## config.mk

```make
export PLATFORM = sky130hd
export DESIGN_NAME = program_stream_private_payload_demux_top
export DESIGN_NICKNAME = d
export VERILOG_FILES = /design/src/hdl/psdmx_pkg.sv /design/src/hdl/psdmx_parser.sv /design/src/hdl/psdmx_fifo.sv /design/src/hdl/program_stream_private_payload_demux_top.sv
export SDC_FILE = /design/constraint.sdc
export NUM_CORES = 1
export LEC_CHECK = 0
export ABC_AREA = 1
export BUFFER_PORTS_ARGS = -buffer_cell sky130_fd_sc_hd__buf_2
export CAP_MARGIN = 20
export CORE_MARGIN = 4
export CORE_UTILIZATION = 43
export CTS_BUF_LIST = sky130_fd_sc_hd__clkbuf_16
export CTS_CLUSTER_SIZE = 14
export DETAILED_ROUTE_END_ITERATION = 16
export HOLD_SLACK_MARGIN = 0.12
export REMOVE_ABC_BUFFERS = 1
export SETUP_SLACK_MARGIN = 0.1
export SLEW_MARGIN = 15
export SYNTH_ARGS = -nofsm -noshare
export SYNTH_HDL_FRONTEND = slang
export SYNTH_SLANG_ARGS = --single-unit
```

## constraint.sdc

```tcl
create_clock -name clk -period 8 [get_ports clk]
set_input_delay 0.4 -clock clk [delete_from_list [all_inputs] [get_ports clk]]
set_output_delay 0.4 -clock clk [all_outputs]
set_load 0.01 [all_outputs]
```

## src/hdl/psdmx_pkg.sv

```systemverilog
// Shared types, codes and helpers for the program stream private payload demux.
package psdmx_pkg;

  // Input beat: one byte of the program stream.
  typedef struct packed {
    logic [7:0] data_byte;
    logic       last_byte;
  } in_beat_t;

  // Result beat: one payload byte and/or an end report.
  typedef struct packed {
    logic        payload_valid;
    logic [7:0]  payload_byte;
    logic [7:0]  substream_id;
    logic        pts_valid;
    logic [32:0] pts;
    logic        end_of_unit;
    logic [2:0]  status;
    logic [15:0] drop_count;
  } out_beat_t;

  // End status codes.
  typedef enum logic [2:0] {
    ST_INPUT_END   = 3'd0,
    ST_SYSTEM_END  = 3'd1,
    ST_BAD_VERSION = 3'd2,
    ST_BAD_HDR_LEN = 3'd3,
    ST_UNKNOWN     = 3'd4,
    ST_MPEG1_TS    = 3'd5,
    ST_TRUNCATED   = 3'd6
  } status_t;

  // Parser phases.
  typedef enum logic [4:0] {
    PH_SEARCH     = 5'd0,
    PH_PACKMODE   = 5'd1,
    PH_SKIP       = 5'd2,
    PH_SKLEN_HI   = 5'd3,
    PH_SKLEN_LO   = 5'd4,
    PH_PVLEN_HI   = 5'd5,
    PH_PVLEN_LO   = 5'd6,
    PH_PRIV_FIRST = 5'd7,
    PH_PRIV_STD   = 5'd8,
    PH_PRIV_C2    = 5'd9,
    PH_FLAGS      = 5'd10,
    PH_HDRLEN     = 5'd11,
    PH_PTS0       = 5'd12,
    PH_PTS1       = 5'd13,
    PH_PTS2       = 5'd14,
    PH_PTS3       = 5'd15,
    PH_PTS4       = 5'd16,
    PH_HDRSKIP    = 5'd17,
    PH_AID        = 5'd18,
    PH_PAYLOAD    = 5'd19
  } phase_t;

  // Stream ids and field masks.
  localparam logic [7:0] SID_END     = 8'hb9;
  localparam logic [7:0] SID_PACK    = 8'hba;
  localparam logic [7:0] SID_PRIV1   = 8'hbd;
  localparam logic [7:0] SID_PADDING = 8'hbe;
  localparam logic [7:0] SID_AV_LO   = 8'hc0;
  localparam logic [7:0] SID_AV_HI   = 8'hf0;
  localparam logic [7:0] PACK_MPEG1_LEN = 8'd7;
  localparam logic [7:0] PACK_MPEG2_LEN = 8'd9;
  localparam logic [7:0] PTS_LEN        = 8'd5;

  // Five raw PTS bytes to the 33-bit value; zero when a marker fails.
  function automatic logic [32:0] decode_pts(input logic [39:0] raw);
    logic [7:0] b0, b1, b2, b3, b4;
    b0 = raw[39:32];
    b1 = raw[31:24];
    b2 = raw[23:16];
    b3 = raw[15:8];
    b4 = raw[7:0];
    if (b0[7:4] == 4'h2 && b0[0] && b2[0] && b4[0]) begin
      decode_pts = {b0[3:1], b1, b2[7:1], b3, b4[7:1]};
    end else begin
      decode_pts = '0;
    end
  endfunction

endpackage

```

## src/hdl/psdmx_parser.sv

```systemverilog
// Front end: start code search, header parsing and result classification.
module psdmx_parser
  import psdmx_pkg::*;
(
  input  logic      clk,
  input  logic      rst_n,
  input  logic      beat_valid,
  input  in_beat_t  beat,
  output logic      res_valid,
  output out_beat_t res
);

  phase_t      phase_r, phase_nxt;
  logic [23:0] win_r, win_nxt;
  logic [1:0]  fill_r, fill_nxt;
  logic [15:0] plen_r, plen_nxt;
  logic [16:0] brem_r, brem_nxt;
  logic [7:0]  hrem_r, hrem_nxt;
  logic [39:0] pts_r, pts_nxt;
  logic        flag_r, flag_nxt;
  logic [7:0]  sub_r, sub_nxt;
  logic [15:0] emit_r, emit_nxt;
  logic        disc_r, disc_nxt;

  logic        end_v, pay;
  status_t     st;
  logic [7:0]  b;
  logic [16:0] br1, need;
  logic [15:0] emit_cnt;

  assign b    = beat.data_byte;
  assign br1  = brem_r + 17'd1;
  assign need = br1 + {9'd0, b} + 17'd1;

  // Next-state logic for one byte
  always_comb begin
    phase_nxt = phase_r;
    win_nxt   = win_r;
    fill_nxt  = fill_r;
    plen_nxt  = plen_r;
    brem_nxt  = brem_r;
    hrem_nxt  = hrem_r;
    pts_nxt   = pts_r;
    flag_nxt  = flag_r;
    sub_nxt   = sub_r;
    emit_nxt  = emit_r;
    disc_nxt  = disc_r;
    end_v     = 1'b0;
    pay       = 1'b0;
    st        = ST_INPUT_END;
    if (!disc_r) begin
      case (phase_r)
        PH_SEARCH: begin
          if (fill_r == 2'd3 && win_r == 24'd1) begin
            if (b == SID_END) begin
              end_v = 1'b1; st = ST_SYSTEM_END;
            end else if (b == SID_PACK) begin
              phase_nxt = PH_PACKMODE;
            end else if (b == SID_PRIV1) begin
              phase_nxt = PH_PVLEN_HI; flag_nxt = 1'b0; pts_nxt = '0;
            end else if (b == SID_PADDING || (b >= SID_AV_LO && b < SID_AV_HI)) begin
              phase_nxt = PH_SKLEN_HI;
            end else begin
              end_v = 1'b1; st = ST_UNKNOWN;
            end
          end else begin
            win_nxt = {win_r[15:0], b};
            if (fill_r != 2'd3) fill_nxt = fill_r + 2'd1;
          end
        end
        PH_PACKMODE: begin
          if (b[7:6] == 2'b01) begin
            brem_nxt = {9'd0, PACK_MPEG2_LEN}; phase_nxt = PH_SKIP;
          end else if (b[7:4] == 4'h2) begin
            brem_nxt = {9'd0, PACK_MPEG1_LEN}; phase_nxt = PH_SKIP;
          end else begin
            end_v = 1'b1; st = ST_BAD_VERSION;
          end
        end
        PH_SKIP: begin
          brem_nxt = brem_r - 17'd1;
          if (brem_nxt == '0) begin
            phase_nxt = PH_SEARCH; win_nxt = '0; fill_nxt = '0;
          end
        end
        PH_SKLEN_HI, PH_PVLEN_HI: begin
          plen_nxt  = {b, 8'd0};
          phase_nxt = (phase_r == PH_SKLEN_HI) ? PH_SKLEN_LO : PH_PVLEN_LO;
        end
        PH_SKLEN_LO: begin
          plen_nxt = {plen_r[15:8], b};
          brem_nxt = {1'b0, plen_r[15:8], b};
          if (plen_nxt == '0) begin
            phase_nxt = PH_SEARCH; win_nxt = '0; fill_nxt = '0;
          end else begin
            phase_nxt = PH_SKIP;
          end
        end
        PH_PVLEN_LO: begin
          plen_nxt  = {plen_r[15:8], b};
          phase_nxt = PH_PRIV_FIRST;
        end
        PH_PRIV_FIRST, PH_PRIV_STD, PH_PRIV_C2: begin
          if (phase_r == PH_PRIV_FIRST) brem_nxt = 17'd1;
          else if (phase_r == PH_PRIV_STD) brem_nxt = 17'd2;
          else brem_nxt = 17'd3;
          if (phase_r == PH_PRIV_STD) begin
            phase_nxt = PH_PRIV_C2;
          end else if (phase_r == PH_PRIV_FIRST && b[7:6] == 2'b01) begin
            phase_nxt = PH_PRIV_STD;
          end else if (b[7:4] == 4'h2 || b[7:4] == 4'h3) begin
            end_v = 1'b1; st = ST_MPEG1_TS;
          end else if (b[7:6] == 2'b10) begin
            phase_nxt = PH_FLAGS;
          end else begin
            phase_nxt = PH_SEARCH; win_nxt = '0; fill_nxt = '0;
          end
        end
        PH_FLAGS: begin
          brem_nxt  = br1;
          flag_nxt  = (b[7:6] == 2'b10);
          phase_nxt = PH_HDRLEN;
        end
        PH_HDRLEN: begin
          brem_nxt = br1;
          if (need > {1'b0, plen_r} || (flag_r && b < PTS_LEN)) begin
            end_v = 1'b1; st = ST_BAD_HDR_LEN;
          end else begin
            brem_nxt = {1'b0, plen_r} - need;
            if (flag_r) begin
              hrem_nxt = b - PTS_LEN; phase_nxt = PH_PTS0;
            end else begin
              hrem_nxt  = b;
              phase_nxt = (b != 8'd0) ? PH_HDRSKIP : PH_AID;
            end
          end
        end
        PH_PTS0, PH_PTS1, PH_PTS2, PH_PTS3: begin
          pts_nxt   = {pts_r[31:0], b};
          phase_nxt = phase_t'(phase_r + 5'd1);
        end
        PH_PTS4: begin
          pts_nxt   = {7'd0, decode_pts({pts_r[31:0], b})};
          phase_nxt = (hrem_r != 8'd0) ? PH_HDRSKIP : PH_AID;
        end
        PH_HDRSKIP: begin
          hrem_nxt = hrem_r - 8'd1;
          if (hrem_nxt == 8'd0) phase_nxt = PH_AID;
        end
        PH_AID: begin
          sub_nxt  = b;
          emit_nxt = '0;
          if (brem_r == '0) begin
            phase_nxt = PH_SEARCH; win_nxt = '0; fill_nxt = '0;
          end else begin
            phase_nxt = PH_PAYLOAD;
          end
        end
        PH_PAYLOAD: begin
          if (beat.last_byte && brem_r > 17'd1) begin
            end_v = 1'b1; st = ST_TRUNCATED;
          end else begin
            pay      = 1'b1;
            emit_nxt = emit_r + 16'd1;
            brem_nxt = brem_r - 17'd1;
            if (brem_nxt == '0) begin
              phase_nxt = PH_SEARCH; win_nxt = '0; fill_nxt = '0;
            end
          end
        end
        default: begin
          phase_nxt = PH_SEARCH; win_nxt = '0; fill_nxt = '0;
        end
      endcase
      // buffer end with no other end reason
      if (!end_v && beat.last_byte) begin
        end_v = 1'b1;
        st    = (phase_nxt == PH_PAYLOAD) ? ST_TRUNCATED : ST_INPUT_END;
      end
      if (end_v && !beat.last_byte) disc_nxt = 1'b1;
    end
    // count of this packet's bytes, taken before the end clears it
    emit_cnt = emit_nxt;
    // every last byte returns to reset state
    if (beat.last_byte && (end_v || disc_r)) begin
      phase_nxt = PH_SEARCH;
      win_nxt   = '0;
      fill_nxt  = '0;
      plen_nxt  = '0;
      brem_nxt  = '0;
      hrem_nxt  = '0;
      pts_nxt   = '0;
      flag_nxt  = 1'b0;
      sub_nxt   = '0;
      emit_nxt  = '0;
      disc_nxt  = 1'b0;
    end
  end

  // Result beat from the classified byte
  always_comb begin
    res_valid         = beat_valid && !disc_r && (pay || end_v);
    res.payload_valid = pay;
    res.payload_byte  = pay ? b : 8'd0;
    res.substream_id  = pay ? sub_r : 8'd0;
    res.pts_valid     = pay && flag_r;
    res.pts           = (pay && flag_r) ? pts_r[32:0] : 33'd0;
    res.end_of_unit   = end_v;
    res.status        = end_v ? st : ST_INPUT_END;
    res.drop_count    = (end_v && st == ST_TRUNCATED) ? emit_cnt : 16'd0;
  end

  // State registers
  always_ff @(posedge clk) begin
    if (!rst_n) begin
      phase_r <= PH_SEARCH;
      win_r   <= '0;
      fill_r  <= '0;
      plen_r  <= '0;
      brem_r  <= '0;
      hrem_r  <= '0;
      pts_r   <= '0;
      flag_r  <= 1'b0;
      sub_r   <= '0;
      emit_r  <= '0;
      disc_r  <= 1'b0;
    end else if (beat_valid) begin
      phase_r <= phase_nxt;
      win_r   <= win_nxt;
      fill_r  <= fill_nxt;
      plen_r  <= plen_nxt;
      brem_r  <= brem_nxt;
      hrem_r  <= hrem_nxt;
      pts_r   <= pts_nxt;
      flag_r  <= flag_nxt;
      sub_r   <= sub_nxt;
      emit_r  <= emit_nxt;
      disc_r  <= disc_nxt;
    end
  end

endmodule

```

## src/hdl/psdmx_fifo.sv

```systemverilog
// Back end: short result queue between the parser and the output port.
module psdmx_fifo
  import psdmx_pkg::*;
#(
  parameter int DEPTH = 4
) (
  input  logic      clk,
  input  logic      rst_n,
  input  logic      push,
  input  out_beat_t wr_data,
  output logic      full,
  input  logic      pop,
  output logic      empty,
  output out_beat_t rd_data
);

  localparam int PW = (DEPTH > 1) ? $clog2(DEPTH) : 1;
  localparam int CW = $clog2(DEPTH + 1);

  out_beat_t        mem_r [DEPTH];
  logic [PW-1:0]    wp_r, wp_nxt, rp_r, rp_nxt;
  logic [CW-1:0]    cnt_r, cnt_nxt;
  logic             do_push, do_pop;

  assign full    = (cnt_r == CW'(DEPTH));
  assign empty   = (cnt_r == '0);
  assign do_push = push && !full;
  assign do_pop  = pop && !empty;
  assign rd_data = mem_r[rp_r];

  // Pointer and count update with wrap
  always_comb begin
    wp_nxt  = wp_r;
    rp_nxt  = rp_r;
    cnt_nxt = cnt_r;
    if (do_push) wp_nxt = (wp_r == PW'(DEPTH - 1)) ? '0 : wp_r + PW'(1);
    if (do_pop)  rp_nxt = (rp_r == PW'(DEPTH - 1)) ? '0 : rp_r + PW'(1);
    if (do_push && !do_pop) cnt_nxt = cnt_r + CW'(1);
    else if (do_pop && !do_push) cnt_nxt = cnt_r - CW'(1);
  end

  always_ff @(posedge clk) begin
    if (!rst_n) begin
      wp_r  <= '0;
      rp_r  <= '0;
      cnt_r <= '0;
    end else begin
      wp_r  <= wp_nxt;
      rp_r  <= rp_nxt;
      cnt_r <= cnt_nxt;
    end
  end

  // Storage
  always_ff @(posedge clk) begin
    if (do_push) mem_r[wp_r] <= wr_data;
  end

endmodule

```

## src/hdl/program_stream_private_payload_demux_top.sv

```systemverilog
// Top level of the program stream private stream 1 payload demux.
// Takes one stream byte per clock, unless the result queue is full, on a push/full port
// and returns payload bytes and end reports on an empty/pop port. The parser decides
// each byte in the cycle it is accepted; each result is registered in a queue of
// RESULT_DEPTH beats that decouples the parser from the consumer: push stalls only
// when that queue is full. Every byte marked last_byte returns the parser to reset state.
module program_stream_private_payload_demux_top
  import psdmx_pkg::*;
#(
  parameter int RESULT_DEPTH = 4
) (
  input  logic      clk,
  input  logic      rst_n,
  input  logic      in_push,
  input  in_beat_t  in_data,
  output logic      in_full,
  input  logic      out_pop,
  output logic      out_empty,
  output out_beat_t out_data
);

  logic      res_valid;
  out_beat_t res;

  psdmx_parser u_parser (
    .clk        (clk),
    .rst_n      (rst_n),
    .beat_valid (in_push && !in_full),
    .beat       (in_data),
    .res_valid  (res_valid),
    .res        (res)
  );

  psdmx_fifo #(.DEPTH(RESULT_DEPTH)) u_fifo (
    .clk     (clk),
    .rst_n   (rst_n),
    .push    (res_valid),
    .wr_data (res),
    .full    (in_full),
    .pop     (out_pop),
    .empty   (out_empty),
    .rd_data (out_data)
  );

`ifndef NO_ASSERTIONS
  // Queue comes out of reset empty
  a_reset_empty: assert property (@(posedge clk) !rst_n |=> out_empty)
    else $error("result queue not empty after reset");

  // Drop count only on a truncated end
  a_drop_trunc: assert property (@(posedge clk) disable iff (!rst_n)
    (!out_empty && out_data.drop_count != 16'd0) |->
      (out_data.end_of_unit && out_data.status == ST_TRUNCATED))
    else $error("drop count without truncated end");

  // PTS fields only with a payload byte
  a_pts_payload: assert property (@(posedge clk) disable iff (!rst_n)
    (!out_empty && !out_data.payload_valid) |->
      (!out_data.pts_valid && out_data.pts == 33'd0))
    else $error("pts reported without payload");

  // Every result carries a payload byte or an end
  a_nonempty_beat: assert property (@(posedge clk) disable iff (!rst_n)
    !out_empty |-> (out_data.payload_valid || out_data.end_of_unit))
    else $error("empty result beat");
`endif

endmodule
```

==> impl_metrics.json <==
{
  "path_delay_family": "simple AND/OR/NAND/NOR gates",
  "cts_sinks": 424,
  "cap_violations": 0,
  "post-synth-top-count-cell": "nor2_1",
  "crit_path_max_incr_delay_ns": 0.57,
  "dp.final_hpwl_mm": 39.2,
  "status": "complete, no violations",
  "crit_fanout": 53,
  "vdd_drop_max_uv": 153,
  "grt_max_degree": 92,
  "final-hold-violation-count": 0,
  "htreeDepth": 2,
  "dr.pass1.iters": 5,
  "rsz0062_at_grt": "false",
  "synth_top_family_by_area": "simple AND/OR/NAND/NOR gates",
  "post-route-min-period_ns": 6.49,
  "synth_common_cells": "412 x nor2_1, 326 x nand2_1, 284 x edfxtp_1, 236 x o21ai_0, 216 x inv_1",
  "finalSetupTns_ns": 0,
  "reg2reg_to": "u_fifo.mem_r[0][56]",
  "cts_setup_buffers": 0,
  "nFillCells": 4744,
  "r2r-start": "u_parser.brem_r[0]",
  "cts_tree": "yes",
  "drc": 0,
  "met1_usage": 0.298,
  "start_util": 0.435,
  "synth_cells": 2406,
  "placed_area_um2": 22200,
  "synth-edff-count": 284,
  "multi_input_area_um2": 8570,
  "finalWeightedCongestion": 0.926,
  "min-delay-start": "in_data[8]",
  "min_to": "u_parser.flag_r",
  "num_vias": 17200,
  "cts_buffers": 46,
  "die_area_um2": 53000,
  "ys_seq_area_frac": 0.534,
  "setup_viol": 0,
  "final_area_um2": 23700,
  "drive_gt1_frac": 0.0986,
  "synth_top_area_frac": 0.402,
  "cp.required_ns": 8.23,
  "cp.arrival_ns": 6.72,
  "grt_pass1_wl_mm": 91.7,
  "cts_resized": 0,
  "wl_mm": 58.5,
  "p_leak_uw": 0.00890,
  "synth.area.top_cells": "edfxtp_1 40%, dfxtp_1 13%, nor2_1 7.3%",
  "powerDensity_nw_per_um2": 256,
  "grt_usage": 0.215,
  "synth_compound_area_frac": 0.158,
  "std_cell_rows": 81,
  "synth_area_leader_cell": "edfxtp_1",
  "tightestPinTransition_ns": 1.11,
  "postCtsHoldBufs": 0,
  "syn_avg_cell_area_um2": 8.82,
  "setup_slack_ns": 1.51,
  "r2r.worst_path.cells": 30,
  "path_clk_slew_ns": 0.06,
  "avgRoutedWirePerCell_um": 18.6,
  "whs_path_depth": 3,
  "synth-main-ff-cell": "edfxtp_1",
  "synth_area_um2": 21200,
  "seq_area_um2": 11300,
  "r2r_slack_ns": 1.51,
  "synthXorXnorAreaFrac": 0.0182,
  "slew_violations": 0,
  "first_iter_violations": 1360,
  "num_io_pins": 86,
  "slowest_stage": "nor2_4",
  "hold_class": "in2reg",
  "synth-adder-area-share": 0.0311,
  "yosysWarnings": 0,
  "overflow": 0,
  "postRouteAntennaNets": 0,
  "yosysUniqueCellTypes": 57,
  "fmax_mhz": 154,
  "grt_pass1_vias": 16100,
  "areaGrowthSynthToFinish_pct": 11.7,
  "crit_top_cell": "nand2_1",
  "clock_path_buffers": 3,
  "io_buffers": 85,
  "cts_root_buffer": "clkbuf_16",
  "die_w_um": 230,
  "startpoint_type": "flop",
  "fin_crit_sh": 0.811,
  "nets": 2511,
  "synth_seq_cells": 424,
  "worstSkewPairLatency_ns": 0.57,
  "core_area_um2": 48800,
  "slew-limit-headroom": 0.254,
  "synth.area.mux_share": 0,
  "fin_worst_skew_ns": 0.0198,
  "grtUsageMet2": 0.352,
  "avgViaCountPerCell": 5.46,
  "synth-simple-area-share": 0.194,
  "path_buf_inv": 3,
  "die_y_um": 230,
  "pre_cts_slack_ns": 1.60,
  "postSynth.asyncResetShare": 0,
  "antenna_found_initial": 2,
  "grt_busiest_layer": "met2",
  "endpoint_kind": "flop",
  "crit_type": "reg2reg",
  "globalRouteMet3Util": 0.0290
}
[worst max-delay path by stage]
stage | startpoint | endpoint | depth (start not counted)
6_report | u_parser.brem_r[0] | u_fifo.mem_r[0][56] | 30
5_1_grt | u_parser.brem_r[0] | u_fifo.mem_r[0][64] | 30
4_1_cts | u_parser.brem_r[0] | u_fifo.mem_r[0][56] | 30
3_5_place_dp | u_parser.brem_r[0] | u_fifo.mem_r[0][56] | 30
3_3_place_gp | u_parser.brem_r[0] | u_fifo.mem_r[0][56] | 30
2_1_floorplan | u_parser.brem_r[0] | u_fifo.mem_r[0][0] | 29
[state kept, by name, summed over array words and instances, names as in the netlist, 2 cells and up, named ones only]
register and count:
u_fifo.mem_r 284, u_parser.pts_r 33, u_parser.win_r 24, u_parser.brem_r 17, u_parser.emit_r 16, u_parser.plen_r 16, u_parser.hrem_r 8, u_parser.sub_r 8
u_parser.phase_r 5, u_fifo.cnt_r 3, u_fifo.rp_r 2, u_fifo.wp_r 2, u_parser.fill_r 2
[layer usage]
layer / share of wire / wire [µm] / vias up
li1: - / - / 8382
met4: 0.027 / 1600 / 2
met5: 0.00022 / 13 / -
met1: 0.45 / 26500 / 8204
met3: 0.052 / 3020 / 106
met2: 0.47 / 27400 / 515
[worst register-to-register path: cells and delay by family, from the launching register on]
kind / cells / cell delay (ns)
fa+ha+maj: 3 / 0.97
buf+inv: 3 / 0.73
simple gates: 16 / 2.24
compound gates: 7 / 1.45
flops: 1 / 0.53
xor+xnor: 1 / 0.18
[through the flow]
stage	cells	hold slack [ns]	power, µW	util
floorplan	2290	0.438	3510	-
global placement	3060	0.452	4110	0.455
detailed placement	3060	0.454	4130	0.455
CTS	3146	0.214	6130	0.484
global route	3149	0.252	6400	0.485
finish	3150	0.256	6060	0.485
[logic make-up after synthesis]
family                   Yosys count
AND/OR/NAND/NOR                  949
AO/OA/AOI/OAI                    594
flip-flops                       424
buffers and inverters            344
adder cells (fa/ha/maj)           51
XOR/XNOR                          44
[report_power, final]
part | internal [µW] | total [µW] | switching, µW
Sequential | 2460 | 2530 | 64.2
Combinational | 490 | 1540 | 1050
Clock | 1130 | 1990 | 858
Total | 4090 | 6060 | 1970
[placed cells by master, fill, tap and decap left out, types with 78 or more instances in the layout]
| cell | Yosys | final |
|---|---|---|
| o21ai_0 | 236 | 236 |
| a21oi_1 | 156 | 155 |
| edfxtp_1 | 284 | 284 |
| nor2_1 | 412 | 408 |
| inv_1 | 216 | 231 |
| nand3_1 | 78 | 78 |
| buf_2 | 15 | 85 |
| o22ai_1 | 110 | 110 |
| nand2_1 | 326 | 326 |
| dfxtp_1 | 140 | 138 |
[layout make-up]
class,count,area share
antenna,1,0.000106
clock buffer,47,0.0496
clock inverter,39,0.0106
inverter,228,0.0362
multi-input combinational,1638,0.362
sequential,424,0.478
tap,664,0.0350
timing repair buffer,109,0.0289
Note: power is estimated with default switching activity, not from simulation.
